<file path="src/design/sli_pkg.sv">
// Package with shared constants and types for the sorted list block.
`timescale 1ns / 1ps

package sli_pkg;

  localparam int DATA_W       = 32;
  localparam int CAPACITY_DEF = 16;

  typedef enum logic [1:0] {
    ST_INSERTED = 2'd0,
    ST_DROPPED  = 2'd1,
    ST_LISTED   = 2'd2,
    ST_EMPTY    = 2'd3
  } status_t;

  typedef enum logic {
    CMD_INSERT = 1'b0,
    CMD_LIST   = 1'b1
  } command_t;

  typedef enum logic [2:0] {
    S_IDLE,
    S_INS_RD,
    S_INS_CMP,
    S_LST_RD,
    S_LST_OUT,
    S_RESP
  } state_t;

endpackage

</file>
<file path="src/design/sorted_list_insert_and_dump.sv">
// Bounded sorted list of signed values with insert and in-order dump.
//
//   channel | ports          | tdata (low bit up) | tuser (low bit up) | tlast
//   --------+----------------+--------------------+--------------------+------------
//   in      | in_t*          | new_value [31:0]   | command [0]        | -
//   out     | out_t*         | element_value      | status [1:0]       | last_of_run
//
// One item is handled at a time; in_tready is high only while the sequencer is idle.
// An insert walks down from the top entry; each step reads an entry (S_INS_RD), then compares
// it and moves it up one place (S_INS_CMP), until a smaller entry or the first entry is reached.
// A list reads and sends each entry in turn; a drop or an empty list gives one response.
// Reset clears the sequencer and the entry count; the memory needs no clearing pass.
// A stalled out_tready holds the output register and the sequencer waits for it.
`timescale 1ns / 1ps

module sorted_list_insert_and_dump
  import sli_pkg::*;
#(
  parameter int CAPACITY = CAPACITY_DEF
) (
  input  logic              clk,
  input  logic              rst_n,
  input  logic              in_tvalid,
  output logic              in_tready,
  input  logic [DATA_W-1:0] in_tdata,   // new_value [31:0]
  input  logic              in_tuser,   // command [0]
  output logic              out_tvalid,
  input  logic              out_tready,
  output logic [DATA_W-1:0] out_tdata,  // element_value [31:0]
  output logic [1:0]        out_tuser,  // status [1:0]
  output logic              out_tlast
);

  localparam int AW = $clog2(CAPACITY);
  localparam int CW = $clog2(CAPACITY + 1);

  logic [DATA_W-1:0] mem [CAPACITY];

  state_t                   state_r, state_nxt;
  logic [CW-1:0]            count_r, count_nxt;
  logic [AW-1:0]            idx_r, idx_nxt;
  logic signed [DATA_W-1:0] val_r, val_nxt;
  status_t                  resp_r, resp_nxt;
  logic signed [DATA_W-1:0] rd_data_r;
  logic [AW-1:0]            rd_addr;

  logic                     we;
  logic [AW-1:0]            wr_addr;
  logic [DATA_W-1:0]        wr_data;

  logic                     out_valid_r, out_valid_nxt;
  logic [DATA_W-1:0]        out_data_r, out_data_nxt;
  status_t                  out_status_r, out_status_nxt;
  logic                     out_last_r, out_last_nxt;

  logic                     out_free;
  logic                     last_elem;

  assign out_free  = !out_valid_r || out_tready;
  assign last_elem = (CW'(idx_r) + CW'(1)) == count_r;
  assign rd_addr   = (state_r == S_INS_RD) ? (idx_r - AW'(1)) : idx_r;

  assign in_tready  = (state_r == S_IDLE);
  assign out_tvalid = out_valid_r;
  assign out_tdata  = out_data_r;
  assign out_tuser  = out_status_r;
  assign out_tlast  = out_last_r;

  always_ff @(posedge clk) begin
    rd_data_r <= mem[rd_addr];
    if (we) begin
      mem[wr_addr] <= wr_data;
    end
  end

  always_ff @(posedge clk) begin
    if (!rst_n) begin
      state_r     <= S_IDLE;
      count_r     <= '0;
      out_valid_r <= 1'b0;
    end else begin
      state_r     <= state_nxt;
      count_r     <= count_nxt;
      out_valid_r <= out_valid_nxt;
    end
  end

  always_ff @(posedge clk) begin
    idx_r        <= idx_nxt;
    val_r        <= val_nxt;
    resp_r       <= resp_nxt;
    out_data_r   <= out_data_nxt;
    out_status_r <= out_status_nxt;
    out_last_r   <= out_last_nxt;
  end

  always_comb begin
    state_nxt      = state_r;
    count_nxt      = count_r;
    idx_nxt        = idx_r;
    val_nxt        = val_r;
    resp_nxt       = resp_r;
    we             = 1'b0;
    wr_addr        = idx_r;
    wr_data        = val_r;
    out_valid_nxt  = out_valid_r && !out_tready;
    out_data_nxt   = out_data_r;
    out_status_nxt = out_status_r;
    out_last_nxt   = out_last_r;

    unique case (state_r)
      S_IDLE: begin
        if (in_tvalid) begin
          val_nxt = in_tdata;
          if (in_tuser == CMD_INSERT) begin
            if (count_r == CW'(CAPACITY)) begin
              resp_nxt  = ST_DROPPED;
              state_nxt = S_RESP;
            end else begin
              idx_nxt   = count_r[AW-1:0];
              state_nxt = S_INS_RD;
            end
          end else begin
            if (count_r == '0) begin
              resp_nxt  = ST_EMPTY;
              state_nxt = S_RESP;
            end else begin
              idx_nxt   = '0;
              state_nxt = S_LST_RD;
            end
          end
        end
      end

      S_INS_RD: begin
        // At the bottom of the list the new value lands in the first entry.
        if (idx_r == '0) begin
          we        = 1'b1;
          wr_addr   = '0;
          wr_data   = val_r;
          count_nxt = count_r + CW'(1);
          resp_nxt  = ST_INSERTED;
          state_nxt = S_RESP;
        end else begin
          state_nxt = S_INS_CMP;
        end
      end

      S_INS_CMP: begin
        we      = 1'b1;
        wr_addr = idx_r;
        if (rd_data_r < val_r) begin
          wr_data   = val_r;
          count_nxt = count_r + CW'(1);
          resp_nxt  = ST_INSERTED;
          state_nxt = S_RESP;
        end else begin
          // Entry is not smaller: move it up one place and keep walking down.
          wr_data   = rd_data_r;
          idx_nxt   = idx_r - AW'(1);
          state_nxt = S_INS_RD;
        end
      end

      S_LST_RD: begin
        state_nxt = S_LST_OUT;
      end

      S_LST_OUT: begin
        if (out_free) begin
          out_valid_nxt  = 1'b1;
          out_data_nxt   = rd_data_r;
          out_status_nxt = ST_LISTED;
          out_last_nxt   = last_elem;
          if (last_elem) begin
            state_nxt = S_IDLE;
          end else begin
            idx_nxt   = idx_r + AW'(1);
            state_nxt = S_LST_RD;
          end
        end
      end

      S_RESP: begin
        if (out_free) begin
          out_valid_nxt  = 1'b1;
          out_data_nxt   = '0;
          out_status_nxt = resp_r;
          out_last_nxt   = 1'b1;
          state_nxt      = S_IDLE;
        end
      end

      default: begin
        state_nxt = S_IDLE;
      end
    endcase
  end

endmodule

</file>
<file path="config.mk">
export PLATFORM = sky130hd
export DESIGN_NAME = sorted_list_insert_and_dump
export DESIGN_NICKNAME = d
export VERILOG_FILES = /design/src/design/sli_pkg.sv /design/src/design/sorted_list_insert_and_dump.sv
export SDC_FILE = /design/constraint.sdc
export NUM_CORES = 1
export LEC_CHECK = 0
export BUFFER_PORTS_ARGS = -buffer_cell sky130_fd_sc_hd__buf_2
export CAP_MARGIN = 20
export CORE_AREA = 2 2 354 286
export CTS_CLUSTER_SIZE = 16
export DETAILED_ROUTE_END_ITERATION = 8
export DIE_AREA = 0 0 356 288
export MAX_ROUTING_LAYER = met4
export PLACE_DENSITY_LB_ADDON = 0.3
export SYNTH_ARGS = -nofsm -noshare
export SYNTH_HDL_FRONTEND = slang
export SYNTH_SLANG_ARGS = --single-unit
</file>
<file path="constraint.sdc">
create_clock -name clk -period 8.85 [get_ports clk]
set_input_delay 0.4425 -clock clk [delete_from_list [all_inputs] [get_ports clk]]
set_output_delay 0.4425 -clock clk [all_outputs]
set_load 0.05 [all_outputs]
</file>
== Word-level counts from Yosys, hierarchy flattened ==
Memory sizes are Yosys's and may differ from the RTL's. A register that Yosys moved wholly into a read port is not among the register bits.
Index checks and enable logic that the tools add are counted.
Storage, ports and cells
  register bits after elaboration: 82
  latch bits: 0
  memory bits (writable): 512
  ROM bits: 0
  input bits: 37
  output and inout port bits: 37
  word-level logic and storage cells: 99
  memories kept: 1
Cells by class
  add/sub/neg operators: 4
  $mul: 0
  div/mod/pow operators: 0
  $lt $le $gt $ge: 1
  eq/ne operators: 18
  shift-type cells: 0
  multiplexer cells: 48
  bitwise logic cells: 0
  reduce and logical (&&, ||, !) cells: 18
Memories
  mem: words 16, width 32, rd ports 1, clocked after Yosys merged registers in 1, wr ports 1, line sorted_list_insert_and_dump.sv:37  | logic [DATA_W-1:0] mem [CAPACITY];
Operators by type and width (number)
  32-bit two-way mux: 4
  32-bit case mux with 2 select lines: 1
  4-bit two-way mux: 10
  32-bit < comparator: 1
  3-bit two-way mux: 8
  2-bit two-way mux: 9
  3-bit case mux with 6 select lines: 1
  2-bit != test (second input constant): 6
  4-bit case mux with 3 select lines: 1
  5-bit two-way mux: 2
  5-bit case mux with 2 select lines: 1
  3-bit AND reduction: 3
  1-bit two-way mux: 7
  7-bit AND reduction: 1
  3-bit by 2-bit == test with 1-bit output (second input constant): 2
  3-bit == test (second input constant): 2
  3-bit != test (second input constant): 2
  2-bit case mux with 3 select lines: 1
  6-bit AND reduction: 1
  3-bit nonzero test: 2
  4-bit by 1-bit adder with 5-bit output (second input constant): 1
  5-bit by 1-bit adder with 5-bit output (second input constant): 1
  5-bit == test: 1
  5-bit == test (second input constant): 1
  other kinds (17): 20

== Logic depth before layout (Yosys ltp) ==
  depth after elaboration: 5
  gate-level depth with buffers: 10
  gate-level depth less buffers: 9

== Least setup slack after synthesis ==
Ideal clock, no wire load.
  path kind: reg2reg
  from: register state_r[0]
  to: register val_r[0] (enable)
  setup time: 0.392 ns
  arrival time: 2.450 ns
  data required time: 8.458 ns
  slack: 6.009 ns
  cell stages (with the launch flop): 5
  path buffers: 1
  period minus slack after synthesis: 2.841 ns
  path through: dfxtp_1 > clkbuf_1 > or2_2 > nor2_1 > and2_1
On the way
  longest elaborated chain between the ends: 2
RTL lines
  start: declaration: line sorted_list_insert_and_dump.sv:39  | state_t state_r, state_nxt;
  start signal: assignment: line sorted_list_insert_and_dump.sv:82  | state_r <= state_nxt;
  3-bit logical NOT
  named net in_tready: line sorted_list_insert_and_dump.sv:24  | output logic in_tready,
  2-bit AND reduction (no source line)
  end signal: assignment: line sorted_list_insert_and_dump.sv:90  | val_r <= val_nxt;
  end: declaration: line sorted_list_insert_and_dump.sv:42  | logic signed [DATA_W-1:0] val_r, val_nxt;
The timed path passes the listed nets, and every way through them passes these cells.
A chain may end at the register's enable or synchronous reset.

== Final worst setup path ==
  from: register val_r[15]
  to: memory mem[9][29] (data pin)
On the way
  longest elaborated chain between the ends: 3
RTL lines
  32-bit < comparator: line sorted_list_insert_and_dump.sv:152  | if (rd_data_r < val_r) begin
  32-bit two-way mux: line sorted_list_insert_and_dump.sv:152
  32-bit two-way mux
  named net wr_data[29]: line sorted_list_insert_and_dump.sv:49  | logic [DATA_W-1:0] wr_data;
  end: declaration: line sorted_list_insert_and_dump.sv:37
The timed path passes the listed nets, and every way through them passes these cells.

==> flow_summary.json <==
{
  "synth_cell_type_count": 47,
  "path_max_fanout": 19,
  "timing.critical_path.cells": "inv_1 > ha_1 > nand4_1 > or4_1 > a21oi_1 > a2111oi_2 > a21oi_1 > nand2_2 > buf_4 > mux2_2",
  "hold_path_depth": 1,
  "clk_root_buffer_cell": "clkbuf_16",
  "syn-cell-area_sq_mm": 0.02460,
  "synth_simple_gate_area_share_pct": 3.159,
  "cts_max_path_buffers": 3,
  "synth-seq-area-share_pct": 74.76,
  "drive_gt1_share_pct": 30.19,
  "final.setup_skew_ns": 0.02257,
  "ff_latch_area_sq_mm": 0.01839,
  "die_extent_in_x_um": 356,
  "num_vias": 11618,
  "rsz0062_at_grt": "false",
  "final_cell_mix": "edfxtp_1, mux4_2, buf_2, clkbuf_16, dfxtp_1",
  "drt-pass1-iter-count": 4,
  "total_power_mw": 10.29,
  "port-buffer-count": 73,
  "post_cts_resized": 0,
  "cts_tree": "done",
  "yosys.area_share.xor_xnor_pct": 0.3917,
  "drc": 0,
  "critPathArrivalTime_ns": 4.82,
  "avgSynthCellArea_sq_um": 21.06,
  "timing.final.max_slew_violations": 0,
  "h-tree-depth": 2,
  "highest_ir_drop_seen_on_vdd_v": 0.0004794,
  "n_fill_cell": 9763,
  "timing.critical_path.to_type": "register",
  "totalWireLength_um": 58930,
  "number_of_cell_rows": 104,
  "first_pass_grt_wire_length_um": 86010,
  "floorplan.core_area_sq_mm": 0.09942,
  "synth_compound_gate_area_share_pct": 1.709,
  "power-per-cell-area_mw_per_mm2": 355.8,
  "finalHoldWorstSlack_ns": 0.04154,
  "cp_launch_type": "register",
  "dieArea_sq_mm": 0.1025,
  "path_clk_slew_ns": 0.07,
  "dr.first_iter.drc_count": 1004,
  "die_height_um": 288,
  "clock_latency_ns": 0.64,
  "fmax_ghz": 0.2228,
  "worst_slew_pin_slew_ns": 1.088,
  "power.static_leakage_nw": 9.334,
  "tritoncts.num_buffers": 60,
  "antenna_found_initial": 3,
  "top_level_ports": 74,
  "detail_route.wl_per_cell_um": 21.96,
  "period_needed_ns": 4.488,
  "status": "finished, final reports clean",
  "worst_path_max_delay_cell": "or4_1",
  "setup_viol_count_final": 0,
  "final_common_cell": "edfxtp_1",
  "synth_mux_area_share_pct": 16.28,
  "finalWeightedCongestion": 0.7564,
  "remaining_global_route_overflow": 0,
  "timing.reg2reg.worst_path_depth": 10,
  "stage_delay_of_the_slowest_cell_on_the_critical_path_ns": 0.72,
  "hold_violations": 0,
  "synth_async_sr_flop_share_pct": 0,
  "clock_sinks": 626,
  "grt_use_total_pct": 11.92,
  "yosysWarningCount": 0,
  "worstSetupPathType": "register to register",
  "synth_top_family_by_area": "multiplexers",
  "synthesis.instances": 1168,
  "multi_input_combinational_cell_area_sq_mm": 0.005872,
  "first_global_vias": 12170,
  "synthToLayoutAreaGrowth_pct": 17.64,
  "number_of_synthesized_flops_with_an_enable_pin": 585,
  "final.period_utilization_pct": 50.71,
  "path_common_cell": "a21oi_1",
  "fin_tns_setup_ns": 0,
  "adder_cell_area_share_of_the_yosys_netlist_pct": 1.984,
  "synth_ff_type": "edfxtp_1",
  "start_util_pct": 24.74,
  "detail-route-antenna-nets": 0,
  "grt_start_max_net_pins": 109,
  "nets": 1383,
  "worst_hold_path_type": "primary input to register",
  "synth.ff_latch_count": 626,
  "detailed_place_hpwl_um": 31160,
  "detail_route.vias_per_cell": 4.329,
  "cp.required_ns": 9.18,
  "cap_viol_max_count": 0,
  "synth_nets": 1244,
  "post-cts-setup-buffers": 0,
  "max_slew_margin_pct": 25.62
}
-- flip-flops by register name, indices dropped and copies added (netlist names) --
signal,flops
out_tdata,32
idx_r,4
count_r,5
state_r,3
rd_data_r,32
out_tlast,1
out_tuser,2
mem,512
val_r,32
out_tvalid,1
resp_r,2
-- worst paths after layout --
kind	start	slack [ns]	endpoint
hold reg to reg	resp_r[1]	0.51	out_tuser[1]
setup / recovery	val_r[15]	4.36	mem[9][29]
setup reg to reg	val_r[15]	4.36	mem[9][29]
hold / removal	in_tdata[16]	0.04	val_r[16]
-- metal layers --
metal	track usage (%)	routed length (um)	vias up
li1	-	-	5065
met1	16.14	27030	6194
met2	18.55	27880	279
met3	2.155	2923	80
met4	2.964	1097	0
met5	-	0	-
-- cells by family (layout without fill, tap and decap cells) --
logic type                 after synthesis  count (layout)
AOI/OAI and AO/OA                       65              65
xor gates and xnor gates                11              11
adders and majority gates               39              39
buffers and inverters                   88             278
DFF                                    626             626
muxes                                  196             196
other                                    0               1
and+or+nand+nor                        143             143
-- final cells by class --
| cell class | count | share of cell area, % |
|---|---|---|
| diodes | 1 | 0.008649 |
| clock inverters | 37 | 1.544 |
| well taps | 1325 | 5.730 |
| clock buffers | 76 | 5.466 |
| inverters | 40 | 0.5189 |
| repair buffers | 125 | 2.889 |
| flip-flops and latches | 626 | 63.55 |
| multi-input cells | 454 | 20.29 |
-- repair_timing --
| action | CTS | global route |
|---|---|---|
| hold buffers | 27 | 0 |
| endpoints found under the setup margin | 0 | 0 |
| endpoints found under the hold margin | 27 | 0 |
-- report_power, final --
part / total [mW] / internal, mW / switching, mW
Clock: 2.65 / 1.53 / 1.12
Combinational: 3.68 / 1.76 / 1.92
Sequential: 3.96 / 3.78 / 0.182
Total: 10.3 / 7.07 / 3.22
-- critical path, delay by kind of cell (launching register included) --
family | cells | cell delay, ns
AOI/OAI and AO/OA | 3 | 1.24
adders and majority gates | 1 | 0.31
DFF | 1 | 0.34
muxes | 1 | 0.46
buffers and inverters | 2 | 0.48
and+or+nand+nor | 3 | 1.32
-- Yosys cell counts, drive strengths merged (2+ instances only) --
library cell  count  area share, %
a211oi            3          0.092
xnor2             9           0.32
and2             52            1.3
nand2            22           0.34
a21o              6           0.18
inv              40           0.61
mux2i             4           0.16
a21boi            2          0.061
or3               3          0.076
ha               39            2.0
a221oi            2          0.071
a21oi            22           0.45
mux4            160             15
nand2b            8           0.20
a211o             3           0.11
a31oi             4           0.10
and3              3          0.076
o21ai            10           0.20
mux2             32            1.5
nor3              6           0.12
nand3            12           0.24
a2111oi           2          0.071
nor2             21           0.32
or2               3          0.076
nor2b             2          0.081
dfxtp            41            3.3
o311a             2          0.081
buf              33           0.88
edfxtp          585             71
xor2              2          0.071
clkbuf           15           0.23
o21a              2          0.061
o211ai            2          0.061
nand4             7           0.18
-- stage by stage --
stage               instance area (sq um)  setup WS, ns  utilization (%)  std cells
floorplan                           24600         6.009                -       1168
global placement                    26630         3.798            26.78       2543
detailed placement                  26630         4.397            26.79       2543
CTS                                 28930         4.364            29.10       2683
global route                        28930         4.238            29.10       2683
finish                              28930         4.362            29.10       2684
Power figures use the tool's default switching activity.
